`config.mk`:
```
export PLATFORM = sky130hd
export DESIGN_NAME = lz4_sequence_nibble_decryptor_unit
export DESIGN_NICKNAME = d
export VERILOG_FILES = /design/src/sv/lsnd_pkg.sv /design/src/sv/lsnd_keyer.sv /design/src/sv/lz4_sequence_nibble_decryptor_unit.sv
export SDC_FILE = /design/constraint.sdc
export NUM_CORES = 1
export LEC_CHECK = 0
export ABC_CLOCK_PERIOD_IN_PS = 7100
export BUFFER_PORTS_ARGS = -buffer_cell sky130_fd_sc_hd__buf_4
export CAP_MARGIN = 25
export CORE_UTILIZATION = 55
export DETAILED_ROUTE_END_ITERATION = 6
export GPL_TIMING_DRIVEN = 0
export PLACE_DENSITY_LB_ADDON = 0.1
export SLEW_MARGIN = 0
export SYNTH_ARGS = -nofsm -noshare
export SYNTH_HDL_FRONTEND = slang
export SYNTH_SLANG_ARGS = --single-unit
```
`constraint.sdc`:
```
create_clock -name clk -period 7.1 [get_ports clk]
set_input_delay 0.355 -clock clk [delete_from_list [all_inputs] [get_ports clk]]
set_output_delay 0.355 -clock clk [all_outputs]
set_load 0.1 [all_outputs]
```
`src/sv/lsnd_pkg.sv`:
```
// Shared types and constants for the LZ4 sequence nibble decryptor.
package lsnd_pkg;

  localparam int COUNT_WIDTH = 32;
  localparam logic [COUNT_WIDTH-1:0] COUNT_MAX = '1;

  localparam logic [3:0] NIBBLE_ALL = 4'hF;
  localparam logic [7:0] BYTE_ALL   = 8'hFF;

  // Configuration register indexes
  localparam logic [1:0] REG_SUBST  = 2'd0;
  localparam logic [1:0] REG_KEY_LO = 2'd1;
  localparam logic [1:0] REG_KEY_HI = 2'd2;

  typedef enum logic [2:0] {
    PH_TOKEN,
    PH_LIT_EXT,
    PH_LITERAL,
    PH_OFF_LO,
    PH_OFF_HI,
    PH_MAT_EXT
  } phase_t;

  typedef struct packed {
    logic [63:0] subst;
    logic [63:0] key_lo;
    logic [63:0] key_hi;
  } cipher_cfg_t;

endpackage

```
`src/sv/lsnd_keyer.sv`:
```
// Byte unscrambler: substituted nibbles minus a key from four key table entries.
module lsnd_keyer
  import lsnd_pkg::*;
(
  input  cipher_cfg_t cfg,
  input  logic [7:0]  key_index,
  input  logic [7:0]  din,
  output logic [7:0]  dout
);

  logic [127:0] key_table;
  logic [3:0]   sel_a, sel_b, sel_c, sel_d;
  logic [7:0]   key_byte;
  logic [3:0]   sub_lo, sub_hi;

  assign key_table = {cfg.key_hi, cfg.key_lo};

  assign sel_a = {2'b01, key_index[3:2]};
  assign sel_b = {2'b00, key_index[1:0]};
  assign sel_c = {2'b10, key_index[5:4]};
  assign sel_d = {2'b11, key_index[7:6]};

  // 8-bit wraparound sum of the four picked entries
  assign key_byte = key_table[{sel_a, 3'b000} +: 8] + key_table[{sel_b, 3'b000} +: 8]
                  + key_table[{sel_c, 3'b000} +: 8] + key_table[{sel_d, 3'b000} +: 8];

  assign sub_lo = cfg.subst[{din[3:0], 2'b00} +: 4];
  assign sub_hi = cfg.subst[{din[7:4], 2'b00} +: 4];

  assign dout = {sub_hi - key_byte[3:0], sub_lo - key_byte[3:0]};

endmodule

```
`src/sv/lz4_sequence_nibble_decryptor_unit.sv`:
```
// Top level of the LZ4 sequence nibble decryptor.
//
//  channel | handshake              | payload
//  --------+------------------------+------------------------------------
//  in      | in_valid / in_ready    | data_byte, block_first, key_base
//  out     | out_valid / out_ready  | out_byte, was_decrypted
//  cfg     | cfg_valid / cfg_ready  | cfg_index (2 bits), cfg_data (64 bits)
//
// One byte per cycle sustained while out_ready stays high: a transfer lands in the
// input register, then the walk logic and the unscrambler produce the result into
// the output register and raise out_valid. The walk state (phase, literal count,
// key indexes) updates in that same cycle, which is what closes the feedback loop
// between consecutive bytes.
// Reset clears the walk to "expect token", key indexes to zero and all
// configuration registers to zero. A stalled output holds the result and the
// input register; in_ready drops only while both are full and out_ready is low.
// cfg_ready is always high; writes to index 3 are dropped.
module lz4_sequence_nibble_decryptor_unit
  import lsnd_pkg::*;
(
  input  logic        clk,
  input  logic        rst,

  input  logic        in_valid,
  output logic        in_ready,
  input  logic [7:0]  data_byte,
  input  logic        block_first,
  input  logic [7:0]  key_base,

  output logic        out_valid,
  input  logic        out_ready,
  output logic [7:0]  out_byte,
  output logic        was_decrypted,

  input  logic        cfg_valid,
  output logic        cfg_ready,
  input  logic [1:0]  cfg_index,
  input  logic [63:0] cfg_data
);

  // ---------------------------------------------------------------------------
  // Configuration registers
  // ---------------------------------------------------------------------------
  cipher_cfg_t cfg;

  assign cfg_ready = 1'b1;

  always_ff @(posedge clk) begin
    if (rst) begin
      cfg <= '0;
    end else if (cfg_valid && cfg_ready) begin
      unique case (cfg_index)
        REG_SUBST:  cfg.subst  <= cfg_data;
        REG_KEY_LO: cfg.key_lo <= cfg_data;
        REG_KEY_HI: cfg.key_hi <= cfg_data;
        default: ;  // unused index: drop the write
      endcase
    end
  end

  // ---------------------------------------------------------------------------
  // Input register
  // ---------------------------------------------------------------------------
  logic       in_held;
  logic [7:0] byte_q;
  logic       first_q;
  logic [7:0] base_q;
  logic       advance;

  // Process the held byte whenever the output register is free or draining
  assign advance  = in_held && (!out_valid || out_ready);
  assign in_ready = !in_held || advance;

  always_ff @(posedge clk) begin
    if (rst) begin
      in_held <= 1'b0;
    end else if (in_ready) begin
      in_held <= in_valid;
    end
  end

  always_ff @(posedge clk) begin
    if (in_valid && in_ready) begin
      byte_q  <= data_byte;
      first_q <= block_first;
      base_q  <= key_base;
    end
  end

  // ---------------------------------------------------------------------------
  // Walk state
  // ---------------------------------------------------------------------------
  phase_t                 phase, phase_next;
  logic [COUNT_WIDTH-1:0] lit_left, lit_left_next;
  logic                   match_ext, match_ext_next;
  logic [7:0]             byte_idx, byte_idx_next;
  logic [7:0]             seq_idx, seq_idx_next;

  // Effective state after a block start drops the walk in progress
  phase_t                 phase_e;
  logic [COUNT_WIDTH-1:0] lit_e;
  logic                   match_e;
  logic [7:0]             seq_e;

  logic [7:0]             key_index;
  logic [7:0]             dec_byte;
  logic [COUNT_WIDTH:0]   lit_sum;
  logic [COUNT_WIDTH-1:0] lit_sat;
  logic [COUNT_WIDTH-1:0] lit_dec;
  logic [7:0]             res_byte;
  logic                   res_dec;

  assign phase_e = first_q ? PH_TOKEN : phase;
  assign lit_e   = first_q ? '0 : lit_left;
  assign match_e = first_q ? 1'b0 : match_ext;
  assign seq_e   = first_q ? base_q : seq_idx;

  // A token restarts the byte index at the sequence index
  assign key_index = (phase_e == PH_TOKEN) ? seq_e : byte_idx;

  lsnd_keyer u_keyer (
    .cfg       (cfg),
    .key_index (key_index),
    .din       (byte_q),
    .dout      (dec_byte)
  );

  // Saturating add of a length extension byte
  assign lit_sum = {1'b0, lit_e} + {{(COUNT_WIDTH-7){1'b0}}, dec_byte};
  assign lit_sat = lit_sum[COUNT_WIDTH] ? COUNT_MAX : lit_sum[COUNT_WIDTH-1:0];

  // Literal countdown never goes below zero
  assign lit_dec = (lit_e != '0) ? lit_e - 1'b1 : lit_e;

  always_comb begin
    phase_next     = phase_e;
    lit_left_next  = lit_e;
    match_ext_next = match_e;
    seq_idx_next   = seq_e;
    byte_idx_next  = key_index + 8'd1;
    res_byte       = dec_byte;
    res_dec        = 1'b1;

    unique case (phase_e)
      PH_TOKEN: begin
        seq_idx_next   = seq_e + 8'd1;
        lit_left_next  = {{(COUNT_WIDTH-4){1'b0}}, dec_byte[7:4]};
        match_ext_next = (dec_byte[3:0] == NIBBLE_ALL);
        if (dec_byte[7:4] == NIBBLE_ALL) begin
          phase_next = PH_LIT_EXT;
        end else if (dec_byte[7:4] != 4'd0) begin
          phase_next = PH_LITERAL;
        end else begin
          phase_next = PH_OFF_LO;
        end
      end
      PH_LIT_EXT: begin
        lit_left_next = lit_sat;
        if (dec_byte != BYTE_ALL) begin
          phase_next = (lit_sat != '0) ? PH_LITERAL : PH_OFF_LO;
        end
      end
      PH_LITERAL: begin
        res_byte      = byte_q;
        res_dec       = 1'b0;
        byte_idx_next = byte_idx;
        lit_left_next = lit_dec;
        if (lit_dec == '0) begin
          phase_next = PH_OFF_LO;
        end
      end
      PH_OFF_LO: begin
        phase_next = PH_OFF_HI;
      end
      PH_OFF_HI: begin
        phase_next = match_e ? PH_MAT_EXT : PH_TOKEN;
      end
      default: begin
        // Match length extension: a byte other than 0xFF ends the sequence
        if (dec_byte != BYTE_ALL) begin
          phase_next = PH_TOKEN;
        end
      end
    endcase
  end

  always_ff @(posedge clk) begin
    if (rst) begin
      phase     <= PH_TOKEN;
      lit_left  <= '0;
      match_ext <= 1'b0;
      byte_idx  <= '0;
      seq_idx   <= '0;
    end else if (advance) begin
      phase     <= phase_next;
      lit_left  <= lit_left_next;
      match_ext <= match_ext_next;
      byte_idx  <= byte_idx_next;
      seq_idx   <= seq_idx_next;
    end
  end

  // ---------------------------------------------------------------------------
  // Output register
  // ---------------------------------------------------------------------------
  always_ff @(posedge clk) begin
    if (rst) begin
      out_valid <= 1'b0;
    end else if (advance) begin
      out_valid <= 1'b1;
    end else if (out_ready) begin
      out_valid <= 1'b0;
    end
  end

  always_ff @(posedge clk) begin
    if (advance) begin
      out_byte      <= res_byte;
      was_decrypted <= res_dec;
    end
  end

endmodule

```
# Word-level counts from Yosys, hierarchy flattened

Cells that the tools add are included.

Register bits after elaboration: 272
Bits in latches: 0
Memory bits (writable): 0
Memory bits (read-only): 0
Bits of input ports: 88
Memories kept: 0

Add/subtract/negate cells: 9
Multipliers: 0
Div/mod/pow operators: 0
Order comparisons: 0
Equal/unequal tests: 9
Shifts and indexed selects: 6
Muxes and demuxes: 22
Bitwise gates (word level): 1
Reduce and logical (&&, ||, !) cells: 17

Operators by type and width:

| cell                                                 | number |
|---|---|
| variable part select 128 x 8 -> 4 bit                | 2 |
| variable part select 128 x 6 -> 4 bit                | 1 |
| variable part select 128 x 7 -> 4 bit                | 1 |
| variable part select 64 x 7 -> 4 bit                 | 2 |
| 2-to-1 mux 32 bit                                    | 3 |
| case mux 32 bit (3 select lines)                     | 1 |
| nonzero test 32 bit                                  | 2 |
| adder 32 x 8 -> 33 bit                               | 1 |
| logical NOT 32 bit                                   | 1 |
| 2-to-1 mux 8 bit                                     | 4 |
| subtractor 32 x 1 -> 32 bit (second input constant)  | 1 |
| adder 8 x 1 -> 8 bit (second input constant)         | 2 |
| 2-to-1 mux 3 bit                                     | 5 |
| case mux 3 bit (5 select lines)                      | 1 |
| adder 4 bit                                          | 3 |
| equality test 4 bit (second input constant)          | 2 |
| != test 8 bit (second input constant)                | 1 |
| AND reduction 2 bit                                  | 4 |
| subtractor 4 bit                                     | 2 |
| 2-to-1 mux 1 bit                                     | 7 |
| equality test 3 x 2 -> 1 bit (second input constant) | 2 |
| nonzero test 4 bit                                   | 1 |
| equality test 3 x 1 -> 1 bit (second input constant) | 1 |
| equality test 3 bit (second input constant)          | 1 |
| other kinds (10)                                     | 13 |

# Depth between registers and ports, before layout

Gate-level depths: netlist of the first run.

Depth in word-level cells: 14
Gate-level depth with buffers: 32

# By module

From an unflattened synthesis of the first run, not the netlist that was laid out.

Cell total of the unflattened synthesis: 1838
Area total of the unflattened synthesis: 14785.4 um^2

By module, submodules not included:

| module                             | instances | cells an instance | area each (um^2) | sequential area each (um^2) |
|---|---|---|---|---|
| lz4_sequence_nibble_decryptor_unit | 1         | 1717              | 12981.2          | 5705.5 |
| lsnd_keyer                         | 1         | 121               | 1804.2           | 0.0 |

# Worst setup path before layout of the first run

No wires, ideal clock.

Path kind: flip-flop to flip-flop
Start point: reg first_q
End point: reg phase[0]
Arrival: 7.412 ns
Data required time: 7.042 ns
Path slack: -0.370 ns
Stages on the path, launching flop included: 32
Buffers on the path: 3
Clock period less this slack: 7.470 ns
Path through: edfxtp_1 > buf_2 > buf_2 > mux2i_1 > o21ai_0 > o21ai_0 > clkbuf_1 > mux2_2 > nor2_1 > a21oi_1 > fa_1 > fa_1 > ha_1 > inv_1 > fa_1 > ha_1 > a21oi_1 > nand2_1 > xor2_1 > xnor2_1 > inv_1 > ha_1 > o21a_1 > o2111ai_1 > nor2_4 > and3_1 > a31o_2 > o2bb2ai_1 > or4_1 > or4_1 > a31oi_1 > a211o_1

Cells in the longest elaborated chain, start to end: 14
Elaborated cells on any way between the ends: 37
Those cells by class: add/sub (7); eq/ne (6); shift (4); mux (15); reduce/logical (5)

Ends and longest elaborated chain:

| item                                                                                                  | line                                                                                 | source |
|---|---|---|
| start: declaration                                                                                    | lz4_sequence_nibble_decryptor_unit.sv:66                                             | `logic first_q;` |
| start signal: assignment                                                                              | lz4_sequence_nibble_decryptor_unit.sv:85                                             | `first_q <= block_first;` |
| 2-to-1 mux 3 bit                                                                                      | lz4_sequence_nibble_decryptor_unit.sv:113                                            | `assign phase_e = first_q ? PH_TOKEN : phase;` |
| logical NOT 3 bit                                                                                     | lz4_sequence_nibble_decryptor_unit.sv:119, lz4_sequence_nibble_decryptor_unit.sv:144 |  |
| 2-to-1 mux 8 bit                                                                                      | lz4_sequence_nibble_decryptor_unit.sv:119                                            | `assign key_index = (phase_e == PH_TOKEN) ? seq_e : byte_idx;` |
| variable part select 128 x 7 -> 4 bit / variable part select 128 x 6 -> 4 bit (equally long branches) | lsnd_keyer.sv:24                                                                     | `assign key_byte = key_table[{sel_a, 3'b000} +: 8] + key_table[{sel_b, 3'b000} +: 8]` |
| adder 4 bit                                                                                           | lsnd_keyer.sv:24                                                                     |  |
| adder 4 bit (2 in a row)                                                                              | lsnd_keyer.sv:25                                                                     | `+ key_table[{sel_c, 3'b000} +: 8] + key_table[{sel_d, 3'b000} +: 8];` |
| subtractor 4 bit                                                                                      | lsnd_keyer.sv:30                                                                     | `assign dout = {sub_hi - key_byte[3:0], sub_lo - key_byte[3:0]};` |
| adder 32 x 8 -> 33 bit                                                                                | lz4_sequence_nibble_decryptor_unit.sv:129                                            | `assign lit_sum = {1'b0, lit_e} + {{(COUNT_WIDTH-7){1'b0}}, dec_byte};` |
| 2-to-1 mux 32 bit                                                                                     | lz4_sequence_nibble_decryptor_unit.sv:130                                            | `assign lit_sat = lit_sum[COUNT_WIDTH] ? COUNT_MAX : lit_sum[COUNT_WIDTH-1:0];` |
| nonzero test 32 bit                                                                                   | lz4_sequence_nibble_decryptor_unit.sv:160                                            | `phase_next = (lit_sat != '0) ? PH_LITERAL : PH_OFF_LO;` |
| 2-to-1 mux 1 bit                                                                                      | lz4_sequence_nibble_decryptor_unit.sv:160                                            |  |
| 2-to-1 mux 3 bit                                                                                      | lz4_sequence_nibble_decryptor_unit.sv:159                                            | `if (dec_byte != BYTE_ALL) begin` |
| case mux 3 bit (5 select lines) *                                                                     | lz4_sequence_nibble_decryptor_unit.sv:144                                            | `unique case (phase_e)` |
| end signal: assignment                                                                                | lz4_sequence_nibble_decryptor_unit.sv:195                                            | `phase <= phase_next;` |
| end: declaration                                                                                      | lz4_sequence_nibble_decryptor_unit.sv:93                                             | `phase_t phase, phase_next;` |

Mark *: on every way between the ends. The rest lies on a longest branch, timed or not.
A chain may end at the register's enable or synchronous reset.

# Final worst setup path of the first run

Start point: reg phase[1]
End point: reg phase[0]

Cells in the longest elaborated chain, start to end: 14
Elaborated cells on any way between the ends: 28
Those cells by class: add/sub (6); eq/ne (6); shift (4); mux (9); reduce/logical (3)

Ends and longest elaborated chain:

| item                                                                                                  | line |
|---|---|
| 2-to-1 mux 3 bit *                                                                                    | lz4_sequence_nibble_decryptor_unit.sv:113 |
| logical NOT 3 bit                                                                                     | lz4_sequence_nibble_decryptor_unit.sv:119, lz4_sequence_nibble_decryptor_unit.sv:144 |
| 2-to-1 mux 8 bit                                                                                      | lz4_sequence_nibble_decryptor_unit.sv:119 |
| variable part select 128 x 7 -> 4 bit / variable part select 128 x 6 -> 4 bit (equally long branches) | lsnd_keyer.sv:24 |
| adder 4 bit                                                                                           | lsnd_keyer.sv:24 |
| adder 4 bit (2 in a row)                                                                              | lsnd_keyer.sv:25 |
| subtractor 4 bit                                                                                      | lsnd_keyer.sv:30 |
| adder 32 x 8 -> 33 bit                                                                                | lz4_sequence_nibble_decryptor_unit.sv:129 |
| 2-to-1 mux 32 bit                                                                                     | lz4_sequence_nibble_decryptor_unit.sv:130 |
| nonzero test 32 bit                                                                                   | lz4_sequence_nibble_decryptor_unit.sv:160 |
| 2-to-1 mux 1 bit                                                                                      | lz4_sequence_nibble_decryptor_unit.sv:160 |
| 2-to-1 mux 3 bit                                                                                      | lz4_sequence_nibble_decryptor_unit.sv:159 |
| case mux 3 bit (5 select lines) *                                                                     | lz4_sequence_nibble_decryptor_unit.sv:144 |

Marked as above.

==> results of run 1 <==
==> cells by family (layout without fill, tap and decap cells) <==
group | count (synthesis) | after routing | share of synthesized area [%]
other cells | 1 | 1 | 0.0291
buf+inv | 170 | 374 | 5.33
compound gates | 418 | 418 | 19.3
flops | 208 | 208 | 34.4
xor+xnor | 61 | 61 | 4.27
mux | 76 | 76 | 10.6
fa+ha+maj | 28 | 28 | 3.25
simple gates | 645 | 645 | 22.8
==> flip-flops by register name, summed over array words and instances (netlist names) <==
name,count
base_q,8
lit_left,32
first_q,1
was_decrypted,1
in_held,1
phase,3
seq_idx,8
cfg,128
out_valid,1
out_byte,8
byte_q,8
match_ext,1
byte_idx,8
==> what timing repair did <==
action / 4_1_cts / 5_1_grt
setup buffers: 29 / 15
setup endpoints to repair: 33 / 29
hold buffers: 16 / 1
hold endpoints to repair: 16 / 1
pin swaps: 24 / 32
gates resized for setup: 57 / 28
==> per-stage QoR <==
stage                     hold WS (ns)  cells  TNS [ns]  area, sq um
after floorplan                  0.429   1607         0        12900
after global placement           0.439   2018    -35.74        14000
after detailed placement         0.445   2020    -38.27        14100
after CTS                      0.00149   2107    -0.324        15500
after global routing            0.0599   2124    -0.538        15700
final                           0.0234   2124    -0.371        15700
==> where the power goes <==
group / internal, mW / switching, mW / total, mW
sequential: 1.27 / 0.0489 / 1.32
clock: 0.726 / 0.552 / 1.28
combinational: 0.681 / 1.09 / 1.77
total: 2.68 / 1.69 / 4.37
==> final cells by class <==
type                            instances  area, sq um
Buffer                                131          579
Clock buffer                           30          643
Clock inverter                         14          160
Fill cell                            1812         7050
Inverter                               37          139
Multi-Input combinational cell       1229         8110
Sequential cell                       208         4430
Tap cell                              313          392
Timing Repair Buffer                  162         1280
==> critical path, delay by kind of cell (launching register included) <==
| kind | cells | cell delay (ns) |
|---|---|---|
| simple gates | 9 | 2.15 |
| mux | 1 | 0.44 |
| compound gates | 6 | 1.25 |
| fa+ha+maj | 6 | 2.35 |
| xor+xnor | 2 | 0.38 |
| buf+inv | 4 | 0.40 |
| flops | 1 | 0.44 |
==> worst max path at each step <==
stage,cells past startpoint,endpoint
4_1_cts,30,phase[0]
2_1_floorplan,31,phase[0]
6_report,28,phase[0]
3_3_place_gp,27,phase[0]
5_1_grt,28,phase[0]
3_5_place_dp,27,phase[0]
==> cells in the final DEF (no fill, tap or decap), types with 7 or more instances in the layout <==
cell,count
xor2_1,23
a21oi_1,192
buf_2,11
dlygate4sd3_1,17
clkbuf_1,101
nor2_1,102
nor3_1,32
a31oi_1,11
ha_1,14
o21ai_0,76
a211oi_1,23
mux2i_1,17
mux4_2,46
nor4_1,15
nor2b_1,16
nand2b_1,10
o211ai_1,27
inv_1,34
clkbuf_16,24
dfxtp_1,179
nand3_1,27
nand2_1,351
buf_1,9
fa_1,8
buf_4,144
mux2_2,7
a21o_1,8
nand4_1,16
a211o_1,9
xnor2_1,32
and3_1,11
edfxtp_1,26
==> per-layer routing <==
| layer | vias to the layer above | share of wire, % | track usage [%] |
|---|---|---|---|
| li1 | 6089 | - | - |
| met1 | 6529 | 37 | 57.0 |
| met2 | 1015 | 43 | 64.0 |
| met3 | 225 | 13 | 11.5 |
| met4 | 0 | 6.0 | 24.2 |
| met5 | - | 0 | 0 |
==> impl_metrics.py, run 1 <==
metrics = {
    "drt": {
        "routed_wl_microns": 52300,
        "ant_nets": 0,
        "drtPass1Iterations": 7,
        "first_iter_violations": 1684,
        "routedWlPerCell_microns": 24.6,
        "num_vias": 13858,
        "routed_via_density": 6.52,
        "drc": 0,
    },
    "layout": {
        "drive_above_1_share_pct": 18.1,
        "fin_util_pct": 69.1,
        "diodes": 0,
        "syn2layout_area_growth_pct": 22.2,
        "final_nets": 1909,
    },
    "global_route": {
        "grt_pass1_wl_microns": 77600,
        "grt_max_degree": 18,
        "grt-ovfl-total": 0,
        "groute.usage.overall_pct": 43.2,
        "antenna_found_initial": 0,
        "grt_pass1_vias": 13069,
    },
    "worst_setup_path": {
        "end_kind": "register",
        "rr_endpoint": "phase[0]",
        "slowest_stage": "fa_1",
        "r2r-start": "phase[1]",
        "cp.required_ns": 7.58,
        "cp-startpoint": "phase[1]",
        "reg2regPathDepth": 28,
        "cpPeakStageDelay_ns": 0.57,
        "worstSetupPathType": "reg2reg",
        "rrSetupSlack_ns": -0.37,
        "crit_top_cell": "ha_4",
        "cp-start-kind": "register",
        "cp_max_fo": 8,
        "cp.arrival_ns": 7.95,
    },
    "yosys": {
        "synth_top_area_share_pct": 28.3,
        "synthesis.nets": 1723,
        "syn_area_sq_mm": 0.0129,
        "ys_seq_elements": 208,
        "synth_area_leaders": "dfxtp_1 28%, nand2_1 10%, mux4_2 8.0%",
        "synthCells": 1607,
        "ys_seq_area_share_pct": 34.4,
        "synth_edf_count": 26,
        "syn_avg_cell_area_sq_um": 8.01,
        "synth.most_common_cell": "nand2_1",
        "ys_async_sr_fraction_pct": 0,
        "yosys-top-cells-count": "353 x nand2_1, 195 x a21oi_1, 182 x dfxtp_1",
        "synth_cell_type_count": 80,
        "yosysTopAreaCell": "dfxtp_1",
        "ys.flop_type": "dfxtp_1",
        "synth-warning-count": 0,
    },
    "clocking": {
        "clk_path_buf_depth": 3,
        "cts_tree": "yes",
        "h-tree-depth": 1,
        "cts_root_buf": "clkbuf_16",
        "clkTransAtPathRegs_ns": 0.06,
        "clock_sinks": 208,
        "numCtsBuffers": 24,
        "clkLatencyLatePin_ns": 0.55,
    },
    "power": {
        "power.total_mw": 4.37,
        "p_leak_nw": 5.77,
        "powerDensity_mw_per_mm2": 278,
        "peakVddDrop_uv": 220,
    },
    "timing": {
        "skew_ns": 0.0152,
        "fin_crit_sh_pct": 105,
        "fin_crit_ns": 7.47,
        "hold_violations": 0,
        "finalSetupViolCount": 1,
        "rsz0062_at_grt": "true",
        "worst-slew-pin-transition_ns": 1.08,
        "fmax_ghz": 0.134,
        "finalWorstSetupSlack_ns": -0.371,
        "slew_headroom_pct": 27.8,
        "slew_viol_final": 0,
    },
    "place": {
        "post-dp-hpwl_microns": 38000,
        "portBuffers": 98,
        "gp_congestion": 1.05,
        "pre_cts_slack_ns": -2.05,
    },
    "floorplan": {
        "io_pins": 100,
        "die-area_sq_mm": 0.0240,
        "placementRows": 55,
        "initial_core_util_pct": 56.5,
        "core_sq_mm": 0.0228,
        "die_h_microns": 155,
        "die_w_microns": 155,
    },
    "status": {
        "outcome": "finished, violations left",
        "violations": "negative setup slack",
    },
    "hold_path": {
        "hp-class": "in2reg",
        "hp-start": "in_valid",
        "holdPathEnd": "in_held",
        "holdPathStages": 3,
    },
    "flow_run": {
        "drv_cap": 0,
    },
}
Note: power is estimated with default switching activity, not from simulation.
==> inputs of run 2 (changes only) <==
--- a/config.mk
+++ b/config.mk
@@ -5,7 +5,7 @@
 export SDC_FILE = /design/constraint.sdc
 export NUM_CORES = 1
 export LEC_CHECK = 0
-export ABC_CLOCK_PERIOD_IN_PS = 7100
+export ABC_CLOCK_PERIOD_IN_PS = 6200
 export BUFFER_PORTS_ARGS = -buffer_cell sky130_fd_sc_hd__buf_4
 export CAP_MARGIN = 25
 export CORE_UTILIZATION = 55
==> constraint.sdc (replaced) <==
create_clock -name clk -period 6.2 [get_ports clk]
set_input_delay 0.31 -clock clk [delete_from_list [all_inputs] [get_ports clk]]
set_output_delay 0.31 -clock clk [all_outputs]
set_load 0.1 [all_outputs]
==> run 2 against run 1 <==
  * The flow still finishes with violations (negative setup slack)
  * Die area stayed put
  * Wire length up 0.15%
  * Clock power up 11%
  * Power grew 15%
  * Critical path type unchanged
  * Highest routed layer unchanged
==> impl_metrics.py, run 2 (synthesis gave the netlist of run 1 again) <==
metrics = {
    "worst_setup_path": {
        "cp.required_ns": 6.69,
        "reg2regPathDepth": 29,
        "worstSetupPathType": "reg2reg",
        "rr_endpoint": "phase[0]",
        "cp_max_fo": 8,
        "r2r-start": "phase[1]",
        "cpPeakStageDelay_ns": 0.64,
        "cp-startpoint": "phase[1]",
        "end_kind": "register",
        "rrSetupSlack_ns": -1.25,
        "cp-start-kind": "register",
        "slowest_stage": "fa_2",
        "cp.arrival_ns": 7.94,
    },
    "layout": {
        "syn2layout_area_growth_pct": 26.4,
        "final_cell_mix": "350 x nand2_1, 185 x a21oi_1, 179 x dfxtp_1, 139 x buf_4, 102 x clkbuf_1",
        "final_nets": 1922,
        "drive_above_1_share_pct": 21.3,
        "diodes": 0,
        "n_fill_cell": 1779,
        "seq_area_sq_mm": 0.00443,
        "mostFrequentLayoutCell": "nand2_1",
        "multi_input_area_sq_mm": 0.00845,
        "top_regs": "cfg (128), lit_left (32)",
        "fin_cells": 2136,
        "fin_util_pct": 71.4,
        "regMostFlops": "cfg",
        "largest_reg_flops": 128,
    },
    "place": {
        "gp_congestion": 1.08,
        "dp.cells": 2020,
        "portBuffers": 98,
        "post-dp-hpwl_microns": 37500,
    },
    "timing": {
        "fin_crit_sh_pct": 120,
        "skew_ns": 0.0191,
        "hold_violations": 0,
        "fin_crit_ns": 7.45,
        "fmax_ghz": 0.134,
        "worst-slew-pin-transition_ns": 1.21,
        "slew_headroom_pct": 19.6,
        "finalWorstSetupSlack_ns": -1.25,
        "slew_viol_final": 0,
        "rsz0062_at_grt": "true",
        "finalSetupViolCount": 33,
    },
    "floorplan": {
        "die_w_microns": 155,
        "die_h_microns": 155,
        "core_sq_mm": 0.0228,
        "die-area_sq_mm": 0.0240,
        "initial_core_util_pct": 56.5,
        "placementRows": 55,
        "io_pins": 100,
    },
    "clocking": {
        "numCtsBuffers": 24,
        "clock_sinks": 208,
        "cts_root_buf": "clkbuf_16",
        "clk_path_buf_depth": 3,
        "cts_tree": "yes",
        "clkLatencyLatePin_ns": 0.55,
        "h-tree-depth": 1,
        "clkTransAtPathRegs_ns": 0.06,
    },
    "hold_path": {
        "hp-start": "cfg_data[44]",
        "hp-class": "in2reg",
        "holdPathStages": 3,
        "holdPathEnd": "cfg[172]",
    },
    "drt": {
        "first_iter_violations": 1629,
        "ant_nets": 0,
        "num_vias": 13933,
        "drtPass1Iterations": 6,
        "routed_wl_microns": 52400,
        "routed_via_density": 6.52,
        "routedWlPerCell_microns": 24.5,
        "drc": 0,
    },
    "power": {
        "switching_share_pct": 38.6,
        "p_switching_mw": 1.93,
        "p_leak_nw": 5.95,
        "power.total_mw": 5.01,
        "powerDensity_mw_per_mm2": 308,
        "seq_power_share_pct": 30.2,
        "peakVddDrop_uv": 316,
        "pwr-share-comb_pct": 41.6,
        "internal_power_mw": 3.08,
        "clkPwrFrac_pct": 28.3,
    },
    "global_route": {
        "grt_max_degree": 18,
        "busiest_layer": "met2",
        "use_met1_pct": 56.0,
        "grtUsageMet3_pct": 12.1,
        "grt_pass1_wl_microns": 77400,
        "groute.usage.overall_pct": 43.1,
        "grt-ovfl-total": 0,
        "grt_pass1_vias": 12944,
        "antenna_found_initial": 1,
        "use_met2_pct": 65.9,
    },
    "status": {
        "outcome": "finished, violations left",
        "violations": "negative setup slack",
    },
    "flow_run": {
        "drv_cap": 0,
    },
}
-- run 2: cell count changes in the layout (fill, tap and decap cells not counted), sizes merged --
cell / delta
clkbuf: +5
clkinvlp: +1
clkinv: -3
buf: +10
bufinv: -1
inv: -1
dlygate4sd3: +1
-- run 2: through the flow --
| step | setup WS (ns) | hold slack [ns] | TNS (ns) | area [sq um] |
|---|---|---|---|---|
| finish | -1.25 | 0.0119 | -23.38 | 16300 |
| global route | -1.40 | 0.0127 | -29.15 | 16300 |
| CTS | -1.29 | 0.0209 | -24.43 | 15900 |
| detailed placement | -2.56 | 0.447 | -56.36 | 14100 |
| global placement | -2.51 | 0.439 | -54.74 | 14100 |
| floorplan | -0.748 | 0.409 | -1.61 | 13000 |
-- run 2: worst max-delay path by stage --
stage / end
2_1_floorplan: phase[0]
3_3_place_gp: phase[0]
3_5_place_dp: phase[0]
4_1_cts: phase[0]
5_1_grt: phase[0]
6_report: phase[0]
-- run 2: power groups by stage --
stage	clock network [mW]	registers [mW]	logic (mW)
after floorplan	0	1.63	1.05
after global placement	0	1.53	1.62
after detailed placement	0	1.53	1.64
after CTS	1.42	1.51	1.89
after global routing	1.48	1.52	2.19
final	1.42	1.51	2.08
-- run 2: critical path, delay by kind of cell (launching register included) --
family	cells	cell delay, ns
adder cells (fa/ha/maj)	6	2.35
AND/OR/NAND/NOR	7	1.70
AO/OA/AOI/OAI	9	1.68
buffers and inverters	4	0.51
XOR/XNOR	2	0.43
flip-flops	1	0.40
multiplexers	1	0.32
-- run 2: layout make-up --
class | count | area share, %
clock inverters | 10 | 0.600
well taps | 313 | 2.41
inverters | 37 | 0.854
multi-input cells | 1229 | 51.9
repair buffers | 176 | 8.99
flip-flops and latches | 208 | 27.2
plain buffers | 130 | 3.75
clock buffers | 33 | 4.21
-- run 2: what timing repair did --
item                                    CTS  global route
buffers inserted                         42            15
endpoints found under the setup margin   33            33
gates resized for setup                 119            65
hold buffers                             18             0
endpoints found under the hold margin    18             0
gates cloned                              2             0
pin swaps                                52            56
-- run 2: metal layers --
layer  part of all wire, %  up-vias
li1                      -     6139
met1                    38     6613
met2                    44      991
met3                    13      190
met4                   5.3        0
met5                     0        -
